## config.mk

```make
export PLATFORM = sky130hd
export DESIGN_NAME = image_descriptor_decode_top
export DESIGN_NICKNAME = d
export VERILOG_FILES = /design/src/hw/rtl/idd_pkg.sv /design/src/hw/rtl/idd_in_stage.sv /design/src/hw/rtl/idd_decode.sv /design/src/hw/rtl/idd_out_stage.sv /design/src/hw/rtl/image_descriptor_decode_top.sv
export SDC_FILE = /design/constraint.sdc
export NUM_CORES = 1
export LEC_CHECK = 0
export BUFFER_PORTS_ARGS = -buffer_cell sky130_fd_sc_hd__clkbuf_2
export CORE_ASPECT_RATIO = 1.5
export CORE_MARGIN = 1
export CORE_UTILIZATION = 45
export CTS_CLUSTER_DIAMETER = 120
export DETAILED_ROUTE_END_ITERATION = 12
export HOLD_SLACK_MARGIN = 0.1
export PLACE_DENSITY = 0.81
export SYNTH_ARGS = -nofsm -noshare
export SYNTH_HDL_FRONTEND = slang
export SYNTH_SLANG_ARGS = --single-unit
```

## constraint.sdc

```tcl
create_clock -name clk -period 6.24 [get_ports clk]
set_input_delay 0.624 -clock clk [delete_from_list [all_inputs] [get_ports clk]]
set_output_delay 0.624 -clock clk [all_outputs]
set_load 0.02 [all_outputs]
```

## src/hw/rtl/idd_pkg.sv

```systemverilog
package idd_pkg;

	// one descriptor beat, six raw words
	typedef struct packed {
		logic [31:0] word_zero;
		logic [31:0] word_one;
		logic [31:0] word_two;
		logic [31:0] word_three;
		logic [31:0] word_four;
		logic [31:0] word_five;
	} idd_in_t;

	// one decoded result beat
	typedef struct packed {
		logic [47:0] base_address;
		logic [14:0] image_width;
		logic [14:0] image_height;
		logic [14:0] row_pitch;
		logic [11:0] min_lod_out;
		logic [13:0] mip_fields;
		logic [16:0] layer_count;
		logic [16:0] view_layer_count;
		logic [15:0] base_slice;
		logic [9:0]  format_pair;
		logic [6:0]  tiling_index;
		logic [6:0]  status_flags;
	} idd_out_t;

	// swizzle modes with a fixed tiling index
	localparam logic [4:0] SWZ_LINEAR = 5'd0;
	localparam logic [4:0] SW_STD_A   = 5'd1;
	localparam logic [4:0] SW_STD_B   = 5'd5;
	localparam logic [4:0] SW_STD_C   = 5'd9;

	// tiling indexes
	localparam logic [6:0] TILE_LINEAR = 7'h08;
	localparam logic [6:0] TILE_STD_A  = 7'h50;
	localparam logic [6:0] TILE_STD_B  = 7'h51;
	localparam logic [6:0] TILE_STD_C  = 7'h52;
	localparam logic [6:0] TILE_BASE   = 7'h40;

	// image types
	localparam logic [3:0] IMG_3D_A    = 4'd10;
	localparam logic [3:0] IMG_3D_B    = 4'd11;
	localparam logic [3:0] IMG_ARRAY_A = 4'd12;
	localparam logic [3:0] IMG_ARRAY_B = 4'd13;

	// data formats that take part in linear pitch alignment
	localparam logic [5:0] DF_NARROW_ALIGN = 6'd12;
	localparam logic [5:0] DF_PITCH_LIMIT  = 6'd35;

	// unified format to {number format, data format}; unknown gives zero
	function automatic logic [9:0] idd_fmt_lookup(input logic [8:0] uf);
		logic [3:0] nf;
		logic [5:0] df;
		nf = 4'd0;
		df = 6'd0;
		case (uf)
			9'd1:   begin df = 6'd1;  nf = 4'd0; end
			9'd2:   begin df = 6'd1;  nf = 4'd1; end
			9'd5:   begin df = 6'd1;  nf = 4'd4; end
			9'd6:   begin df = 6'd1;  nf = 4'd5; end
			9'd7:   begin df = 6'd2;  nf = 4'd0; end
			9'd11:  begin df = 6'd2;  nf = 4'd4; end
			9'd13:  begin df = 6'd2;  nf = 4'd7; end
			9'd14:  begin df = 6'd3;  nf = 4'd0; end
			9'd18:  begin df = 6'd3;  nf = 4'd4; end
			9'd20:  begin df = 6'd4;  nf = 4'd4; end
			9'd21:  begin df = 6'd4;  nf = 4'd5; end
			9'd22:  begin df = 6'd4;  nf = 4'd7; end
			9'd23:  begin df = 6'd5;  nf = 4'd0; end
			9'd27:  begin df = 6'd5;  nf = 4'd4; end
			9'd29:  begin df = 6'd5;  nf = 4'd7; end
			9'd36:  begin df = 6'd6;  nf = 4'd7; end
			9'd44:  begin df = 6'd9;  nf = 4'd0; end
			9'd50:  begin df = 6'd8;  nf = 4'd0; end
			9'd56:  begin df = 6'd10; nf = 4'd0; end
			9'd62:  begin df = 6'd11; nf = 4'd4; end
			9'd64:  begin df = 6'd11; nf = 4'd7; end
			9'd71:  begin df = 6'd12; nf = 4'd7; end
			9'd74:  begin df = 6'd13; nf = 4'd7; end
			9'd77:  begin df = 6'd14; nf = 4'd7; end
			9'd57:  begin df = 6'd10; nf = 4'd1; end
			9'd60:  begin df = 6'd10; nf = 4'd4; end
			9'd130: begin df = 6'd10; nf = 4'd9; end
			9'd169: begin df = 6'd35; nf = 4'd0; end
			9'd170: begin df = 6'd35; nf = 4'd9; end
			9'd171: begin df = 6'd36; nf = 4'd0; end
			9'd172: begin df = 6'd36; nf = 4'd9; end
			9'd173: begin df = 6'd37; nf = 4'd0; end
			9'd174: begin df = 6'd37; nf = 4'd9; end
			9'd175: begin df = 6'd38; nf = 4'd0; end
			9'd176: begin df = 6'd38; nf = 4'd1; end
			9'd177: begin df = 6'd39; nf = 4'd0; end
			9'd178: begin df = 6'd39; nf = 4'd1; end
			9'd181: begin df = 6'd41; nf = 4'd0; end
			9'd182: begin df = 6'd41; nf = 4'd9; end
			default: begin df = 6'd0; nf = 4'd0; end
		endcase
		return {nf, df};
	endfunction

endpackage

```

## src/hw/rtl/idd_in_stage.sv

```systemverilog
module idd_in_stage (
	input  logic             clk,
	input  logic             arst_n,
	input  logic             desc_valid,
	output logic             desc_ready,
	input  idd_pkg::idd_in_t desc,
	output logic             valid_s1,
	input  logic             take_s1,
	output idd_pkg::idd_in_t desc_s1
);
	import idd_pkg::*;

	logic load;

	// stage frees up when empty or when its beat moves on this cycle
	assign desc_ready = !valid_s1 || take_s1;
	assign load       = desc_valid && desc_ready;

	always_ff @(posedge clk or negedge arst_n) begin
		if (!arst_n) begin
			valid_s1 <= 1'b0;
		end else if (desc_ready) begin
			valid_s1 <= desc_valid;
		end
	end

	always_ff @(posedge clk) begin
		if (load) begin
			desc_s1 <= desc;
		end
	end

endmodule

```

## src/hw/rtl/idd_decode.sv

```systemverilog
module idd_decode (
	input  idd_pkg::idd_in_t  d,
	output idd_pkg::idd_out_t r
);
	import idd_pkg::*;

	logic [39:0] unit_addr;
	logic [14:0] width;
	logic [14:0] height;
	logic [11:0] min_lod;
	logic [3:0]  mip_first;
	logic [3:0]  mip_last;
	logic [4:0]  sw_mode;
	logic [3:0]  img_type;
	logic [15:0] depth;
	logic [15:0] slice;
	logic [3:0]  max_mip;
	logic        arrayed;
	logic        volumetric;
	logic [16:0] depth_p1;
	logic [16:0] layer_views;
	logic [4:0]  mips_raw;
	logic [4:0]  last_p1;
	logic [4:0]  mip_views;
	logic [9:0]  fmt;
	logic [5:0]  df;
	logic [6:0]  tiling;
	logic        align_en;
	logic [14:0] pitch_32;
	logic [14:0] pitch_64;
	logic [14:0] pitch;
	logic        collapse;

	assign unit_addr  = {d.word_one[7:0], d.word_zero};
	assign width      = {1'b0, d.word_two[11:0], d.word_one[31:30]} + 15'd1;
	assign height     = {1'b0, d.word_two[27:14]} + 15'd1;
	assign min_lod    = d.word_one[19:8];
	assign mip_first  = d.word_three[15:12];
	assign mip_last   = d.word_three[19:16];
	assign sw_mode    = d.word_three[24:20];
	assign img_type   = d.word_three[31:28];
	assign depth      = d.word_four[15:0];
	assign slice      = d.word_four[31:16];
	assign max_mip    = d.word_five[7:4];

	assign arrayed    = img_type inside {IMG_ARRAY_A, IMG_ARRAY_B};
	assign volumetric = img_type inside {IMG_3D_A, IMG_3D_B};

	// layer counts, view count clamped at one
	assign depth_p1    = {1'b0, depth} + 17'd1;
	assign layer_views = (arrayed && (depth_p1 > {1'b0, slice})) ?
		(depth_p1 - {1'b0, slice}) : 17'd1;

	// mip counts, view count clamped at one
	assign mips_raw  = {1'b0, max_mip} + 5'd1;
	assign last_p1   = {1'b0, mip_last} + 5'd1;
	assign mip_views = (last_p1 > {1'b0, mip_first}) ?
		(last_p1 - {1'b0, mip_first}) : 5'd1;

	assign fmt = idd_fmt_lookup(d.word_one[28:20]);
	assign df  = fmt[5:0];

	always_comb begin
		case (sw_mode)
			SWZ_LINEAR: tiling = TILE_LINEAR;
			SW_STD_A:   tiling = TILE_STD_A;
			SW_STD_B:   tiling = TILE_STD_B;
			SW_STD_C:   tiling = TILE_STD_C;
			default:    tiling = TILE_BASE | {2'b00, sw_mode};
		endcase
	end

	// linear pitch rounded up to a multiple of 32 for the narrow-align format, else 64
	assign align_en = (sw_mode == SWZ_LINEAR) && (df != 6'd0) && (df < DF_PITCH_LIMIT);
	assign pitch_32 = (width + 15'd31) & ~15'd31;
	assign pitch_64 = (width + 15'd63) & ~15'd63;
	always_comb begin
		if (!align_en) begin
			pitch = width;
		end else if (df == DF_NARROW_ALIGN) begin
			pitch = pitch_32;
		end else begin
			pitch = pitch_64;
		end
	end

	// standard tiled modes drop to a single mip level
	assign collapse = (tiling >= TILE_STD_A) && (tiling <= TILE_STD_C) && (mips_raw > 5'd1);

	always_comb begin
		r.base_address     = {unit_addr, 8'h00};
		r.image_width      = width;
		r.image_height     = height;
		r.row_pitch        = pitch;
		r.min_lod_out      = collapse ? 12'd0 : min_lod;
		r.mip_fields       = collapse ? {5'd1, 5'd1, 4'd0} :
			{mip_views, mips_raw, mip_first};
		r.layer_count      = (arrayed || volumetric) ? depth_p1 : 17'd1;
		r.view_layer_count = layer_views;
		r.base_slice       = slice;
		r.format_pair      = fmt;
		r.tiling_index     = tiling;
		r.status_flags     = {(unit_addr != 40'd0), collapse, arrayed, img_type};
	end

endmodule

```

## src/hw/rtl/idd_out_stage.sv

```systemverilog
module idd_out_stage (
	input  logic              clk,
	input  logic              arst_n,
	input  logic              valid_s1,
	output logic              take_s1,
	input  idd_pkg::idd_out_t res_d,
	output logic              res_valid,
	input  logic              res_ready,
	output idd_pkg::idd_out_t res
);
	import idd_pkg::*;

	logic     valid_s2;
	idd_out_t res_s2;

	// output register frees up when empty or when its beat is taken
	assign take_s1   = valid_s1 && (!valid_s2 || res_ready);
	assign res_valid = valid_s2;
	assign res       = res_s2;

	always_ff @(posedge clk or negedge arst_n) begin
		if (!arst_n) begin
			valid_s2 <= 1'b0;
		end else if (!valid_s2 || res_ready) begin
			valid_s2 <= valid_s1;
		end
	end

	always_ff @(posedge clk) begin
		if (take_s1) begin
			res_s2 <= res_d;
		end
	end

	// a waiting result is never overwritten
	a_no_overwrite: assert property (@(posedge clk) disable iff (!arst_n)
		take_s1 |-> (!valid_s2 || res_ready))
		else $error("result register overwritten while stalled");

	// linear alignment never shrinks the pitch
	a_pitch_ge_width: assert property (@(posedge clk) disable iff (!arst_n)
		valid_s2 |-> (res_s2.row_pitch >= res_s2.image_width))
		else $error("row pitch below width");

	// collapsed mip chain starts at level zero with one level
	a_collapse_mips: assert property (@(posedge clk) disable iff (!arst_n)
		(valid_s2 && res_s2.status_flags[5]) |->
		(res_s2.mip_fields[3:0] == 4'd0 && res_s2.min_lod_out == 12'd0 &&
		 res_s2.mip_fields[8:4] == 5'd1))
		else $error("mip collapse incomplete");

	// view layers never exceed the layer count and are never zero
	a_view_layers: assert property (@(posedge clk) disable iff (!arst_n)
		valid_s2 |-> (res_s2.view_layer_count <= res_s2.layer_count) &&
		(res_s2.view_layer_count != 17'd0))
		else $error("view layer count out of range");

endmodule

```

## src/hw/rtl/image_descriptor_decode_top.sv

```systemverilog
// image descriptor decoder
//
// takes the first six words of an image resource descriptor on the desc
// channel and returns one decoded result beat on the res channel for each
// descriptor beat; both channels use valid/ready and a beat moves on a
// rising edge with valid and ready both high
//
// path: an accepted descriptor is captured in the input register, decoded
// combinationally and moved into the result register once that register
// is free; res shows the result register
// throughput: one beat per cycle while res_ready stays high; the decode is
// plain field slicing, a 9-bit format table and a few short adds between
// the input register and the result register
//
// stall: while res_ready is low the result register holds its beat and
// the input register can still take one more descriptor; desc_ready then
// drops until res_ready returns
// reset: arst_n clears both valid flags; the data registers are not reset
module image_descriptor_decode_top (
	input  logic              clk,
	input  logic              arst_n,
	input  logic              desc_valid,
	output logic              desc_ready,
	input  idd_pkg::idd_in_t  desc,
	output logic              res_valid,
	input  logic              res_ready,
	output idd_pkg::idd_out_t res
);
	import idd_pkg::*;

	// input register side
	logic     valid_s1;
	logic     take_s1;
	idd_in_t  desc_s1;

	// decoded beat, ahead of the result register
	idd_out_t res_d;

	// capture the raw descriptor words
	idd_in_stage u_in_stage (
		.clk        (clk),
		.arst_n     (arst_n),
		.desc_valid (desc_valid),
		.desc_ready (desc_ready),
		.desc       (desc),
		.valid_s1   (valid_s1),
		.take_s1    (take_s1),
		.desc_s1    (desc_s1)
	);

	// field unpack, format table, tiling and pitch, all combinational
	idd_decode u_decode (
		.d (desc_s1),
		.r (res_d)
	);

	// result register, holds a beat while the receiver stalls
	idd_out_stage u_out_stage (
		.clk       (clk),
		.arst_n    (arst_n),
		.valid_s1  (valid_s1),
		.take_s1   (take_s1),
		.res_d     (res_d),
		.res_valid (res_valid),
		.res_ready (res_ready),
		.res       (res)
	);

endmodule

```

; ---- Word-level counts from Yosys, hierarchy flattened
; Cells that the tools add are included.
[word_totals]
elab_cells = 125
ff_bits = 351
out_inout_bits = 195
[classes]
eq_ne = 47
n_addsub = 9
n_bitwise = 1
mux = 5
n_reduce_logical = 36
order_cmp = 6
[op_table]
columns = cell, count
row1 = "9-bit by 8-bit == test with 1-bit output, second input constant", 13
row2 = 6-bit one-hot mux with 19 select lines, 1
row3 = "9-bit by 5-bit == test with 1-bit output, second input constant", 7
row4 = "9-bit by 6-bit == test with 1-bit output, second input constant", 7
row5 = 40-bit nonzero test, 1
row6 = "9-bit by 7-bit == test with 1-bit output, second input constant", 4
row7 = "14-bit by 1-bit adder with 15-bit output, second input constant", 2
row8 = 15-bit two-way mux, 2
row9 = 7-bit one-hot mux with 4 select lines, 1
row10 = "9-bit by 3-bit == test with 1-bit output, second input constant", 3
row11 = "9-bit by 4-bit == test with 1-bit output, second input constant", 3
row12 = 4-bit one-hot mux with 5 select lines, 1
row13 = 2-bit OR reduction, 10
row14 = "16-bit by 1-bit adder with 17-bit output, second input constant", 1
row15 = 17-bit by 16-bit greater-than comparator with 1-bit output, 1
row16 = 17-bit by 16-bit subtractor with 17-bit output, 1
row17 = "4-bit == test, second input constant", 4
row18 = "15-bit by 5-bit adder with 15-bit output, second input constant", 1
row19 = "15-bit by 6-bit adder with 15-bit output, second input constant", 1
row20 = 4-bit OR reduction, 3
row21 = "4-bit by 1-bit adder with 5-bit output, second input constant", 2
row22 = "9-bit by 1-bit == test with 1-bit output, second input constant", 1
row23 = "9-bit by 2-bit == test with 1-bit output, second input constant", 1
row24 = 3-bit OR reduction, 3
row25 = 20 further kinds, 30

; ---- Longest topological paths before layout
[logic_depth]
ltp_word = 7
depth_mapped = 16
ltp_nobuf = 15

; ---- Modules after synthesis
; From an unflattened synthesis, not the netlist that was laid out.
[unflattened]
cells_unflattened = 1029
area_unflattened_um2 = 15728.8
[modules_own_cells]
columns = mod, seq_area_each_um2, instances, cells_per_inst, area_each_um2
row1 = idd_out_stage, 5820.6, 1, 197, 5839.4
row2 = idd_in_stage, 5790.6, 1, 196, 5819.3
row3 = idd_decode, 0.0, 1, 636, 4070.2

; ---- Least setup slack after synthesis
; Ideal clock, no wire load.
[synth_path]
kind = input -> register
start = input res_ready
end = register u_out_stage.res_s2 (netlist bit u_out_stage.res[0]) (enable)
required_ns = 5.675
n_path_buf = 0
t_arrival_ns = 4.902
path_slack_ns = 0.773
path_stages = 2
setup_ns = 0.565
cell_sequence = nand2b_1 > and2_1
[synth_via]
elab_chain_len = 2
[synth_lines]
columns = element, line_no
row1 = start: declaration, image_descriptor_decode_top.sv:26  ; input logic res_ready,
row2 = 1-bit logical OR, idd_out_stage.sv:17  ; assign take_s1 = valid_s1 && (!valid_s2 || res_ready);
row3 = 1-bit logical AND, idd_out_stage.sv:17
row4 = named net take_s1, image_descriptor_decode_top.sv:33  ; logic take_s1;
row5 = end signal: assignment, idd_out_stage.sv:31  ; res_s2 <= res_d;
row6 = end: declaration, idd_out_stage.sv:14  ; idd_out_t res_s2;
; The timed path passes the listed nets, and every way through them passes these cells.
; A chain may end at the register's enable or synchronous reset.

; ---- Worst setup path after layout
[layout_path]
start = register, netlist name u_in_stage.desc_s1[34]
end = register u_out_stage.res_s2 (netlist bit u_out_stage.res[49]) (data pin)
[layout_via]
elab_chain_len = 3
word_cells_on_any_way = 4
[layout_lines]
columns = element, line_no
row1 = 16-bit by 1-bit adder with 17-bit output *, idd_decode.sv:50  ; assign depth_p1 = {1'b0, depth} + 17'd1;
row2 = named net u_decode.depth_p1[9], idd_decode.sv:20  ; logic [16:0] depth_p1;
row3 = 17-bit by 16-bit greater-than comparator with 1-bit output, idd_decode.sv:51  ; assign layer_views = (arrayed && (depth_p1 > {1'b0, slice})) ?
row4 = 1-bit logical AND, idd_decode.sv:51
; Mark *: on every way through the listed nets, which the timed path passes. The rest lies on a longest branch.

==> impl_metrics.toml <==
[cts]
cts_tree = "done"
cts_made_buffers = 31
cts_setup_buffers = 0
clock_path_buffers = 3
clock_sinks = 327
ctsHoldBuffers = 1
clk_latency_ns = 0.58
ctsResizeCount = 0
htreeDepth = 1
root_buffer = "clkbuf_16"
clk_pin_slew_ns = 0.07

[yosys]
syn_avg_cell_area_sq_um = 15.0
synth_cells = 903
synth_seq_cells = 327
ys.flop_type = "edfxtp_1"
synth_top_cell_area_share_pct = 72.2
synth_cell_types = 70
netlist_area_sq_um = 13500
synth_seq_area_share_pct = 72.6
ys.warnings.count = 0
yosysTopAreaCell = "edfxtp_1"
synth_edf_count = 325
synthTopCellsByArea = "edfxtp_1 72%, xnor2_1 2.9%, ha_1 2.4%"
async_flop_share_pct = 0.612

[timing]
fmax_ghz = 0.253
tns_ns = 0
tightest_slew_ns = 0.978
hold_viol_final = 0
period_minus_slack_ns = 3.96
rsz0062_at_grt = "no"
setup_viol = 0
drv_slew = 0
finalClockSkew_ns = 0.0141
max_slew_margin_pct = 34.8
fin_crit_sh_pct = 63.4

[routing]
vias = 8630
wl_per_cell_microns = 18.2
drtIter0Drc = 503
via_per_inst = 5.17
ant_nets = 0
first_pass_iters = 5
drc = 0
drt_wl_total_microns = 30400

[global_route]
antenna_found_initial = 5
grt_pass1_wl_microns = 45500
grt_overflow_total = 0
first_global_vias = 8548
grt_start_max_net_pins = 126
track_usage_pct = 19.6

[die]
start_util_pct = 45.8
design.core.area_sq_um = 29500
ioPinCount = 391
floorplan.rows = 77
dieArea_sq_um = 30700
die_w_microns = 143
die_h_microns = 214

[worst_setup_path]
cp-end-kind = "flip-flop"
cp_max_fo = 17
reg2reg_slack_ns = 2.28
cp.required_ns = 6.54
cp-start-kind = "flip-flop"
crit-reg2reg-capture = "u_out_stage.res[49]"
r2r-start = "u_in_stage.desc_s1[34]"
critPathKind = "reg2reg"
crit_arrival_ns = 4.26
rr_worst_depth = 12

[pwr]
power.leakage_uw = 0.00662
peakVddDrop_uv = 330
power_density_nw_per_um2 = 319

[worst_hold_path]
min_path_type = "in2reg"
hp-start = "desc[118]"
holdPathEnd = "u_in_stage.desc_s1[118]"
hold_depth = 1

[placed_design]
routabilityCongestion = 0.947
dp_cells = 1609
io_buffers = 330
dpl.hpwl_microns = 22000

[layout]
layout_common_cells = "330 x clkbuf_2, 325 x edfxtp_1, 62 x nor2_1"
area_delta_synth_final_pct = 23.4
layout_commonest_cell = "clkbuf_2"
fin_util_pct = 56.6
nets = 1472
layout-drive-gt1-share_pct = 31.7
final_cells = 1668

[job]
drv_cap = 0

[run_status]
outcome = "complete, no violations"
cell families (layout without fill, tap and decap cells):
family / Yosys count / after routing / share of synthesized area (%)
flops: 327 / 327 / 72.6
simple gates: 282 / 282 / 11.3
mux: 1 / 1 / 0.0741
other cells: 1 / 11 / 0.0278
fa+ha+maj: 28 / 28 / 2.70
compound gates: 114 / 114 / 6.03
xor+xnor: 69 / 69 / 4.47
buf+inv: 81 / 441 / 2.82
worst max path at each step:
stage | startpoint | to | slack (ns)
2_1_floorplan | res_ready | u_out_stage.res[0] | 0.77
3_3_place_gp | u_in_stage.desc_s1[34] | u_out_stage.res[49] | 2.45
3_5_place_dp | u_in_stage.desc_s1[34] | u_out_stage.res[49] | 2.34
4_1_cts | u_in_stage.desc_s1[34] | u_out_stage.res[49] | 2.33
5_1_grt | u_in_stage.desc_s1[34] | u_out_stage.res[49] | 2.05
6_report | u_in_stage.desc_s1[34] | u_out_stage.res[49] | 2.28
worst max-delay path, cell delays in order, from the launching register on:
cell,delay [ns]
edfxtp_1,0.42
and4_1,0.27
nand4_1,0.15
or2_2,0.35
inv_1,0.09
nand2_1,0.07
xnor2_1,0.15
ha_1,0.38
nand4_1,0.18
or4b_2,0.71
a31oi_1,0.19
o21a_1,0.56
nor3_1,0.15
flip-flops by register name, summed over array words and instances, names as in the netlist:
signal,count
u_out_stage.res,183
u_out_stage.res_valid,1
u_in_stage.desc_s1,142
u_in_stage.valid_s1,1
final cells by class:
type                       count  area [sq um]
fill                        2366         12800
clock buffer                  37           828
tap                          395           494
clock inverter                20           289
antenna                        1          2.50
multi-input combinational    504          3360
sequential                   327          9810
timing repair buffer         333          1700
inverter                      51           191
synthesized netlist by cell type, drive strengths merged (2+ instances only):
cell type / number
edfxtp: 325
nor2: 62
inv: 51
nand2: 45
xnor2: 44
nor2b: 34
a21oi: 28
nand3: 28
ha: 26
xor2: 25
buf: 22
nand4: 22
o21ai: 18
and3: 15
nor3: 15
a21o: 14
nor4: 13
a31oi: 9
nand2b: 9
clkbuf: 8
and2: 7
and4: 5
or2: 5
a211oi: 4
nand3b: 4
a21boi: 3
a32oi: 3
nor3b: 3
nor4b: 3
o2111ai: 3
o211ai: 3
o21a: 3
o21bai: 3
o22ai: 3
o31a: 3
or3: 3
a31o: 2
a41o: 2
a41oi: 2
and4b: 2
dfrtp: 2
fa: 2
o311a: 2
or4: 2
metrics by stage:
stage / cell area (sq um) / hold slack, ns / power, uW / worst slack [ns]
after global placement: 15500 / 0.401 / 3320 / 2.45
after floorplan: 13500 / 0.328 / 3130 / 0.773
after detailed placement: 15500 / 0.412 / 3340 / 2.34
final: 16700 / 0.214 / 5320 / 2.28
after global routing: 16700 / 0.190 / 5500 / 2.05
after CTS: 16700 / 0.180 / 5370 / 2.33
power by group:
| group | total, uW | internal, uW | switching (uW) | leakage, uW |
|---|---|---|---|---|
| clock network | 2030 | 1200 | 823 | 0.000540 |
| registers | 2700 | 2620 | 85.7 | 0.00316 |
| logic | 589 | 200 | 389 | 0.00293 |
| total | 5320 | 4020 | 1300 | 0.00662 |
metal layers:
layer / routed length, microns / vias up / global-route usage, %
li1: - / 4064 / -
met1: 10900 / 4085 / 21.0
met2: 15700 / 379 / 35.3
met3: 2310 / 94 / 4.78
met4: 1370 / 8 / 9.86
met5: 48 / - / 0
No activity file was read; power rests on OpenSTA's default activity.
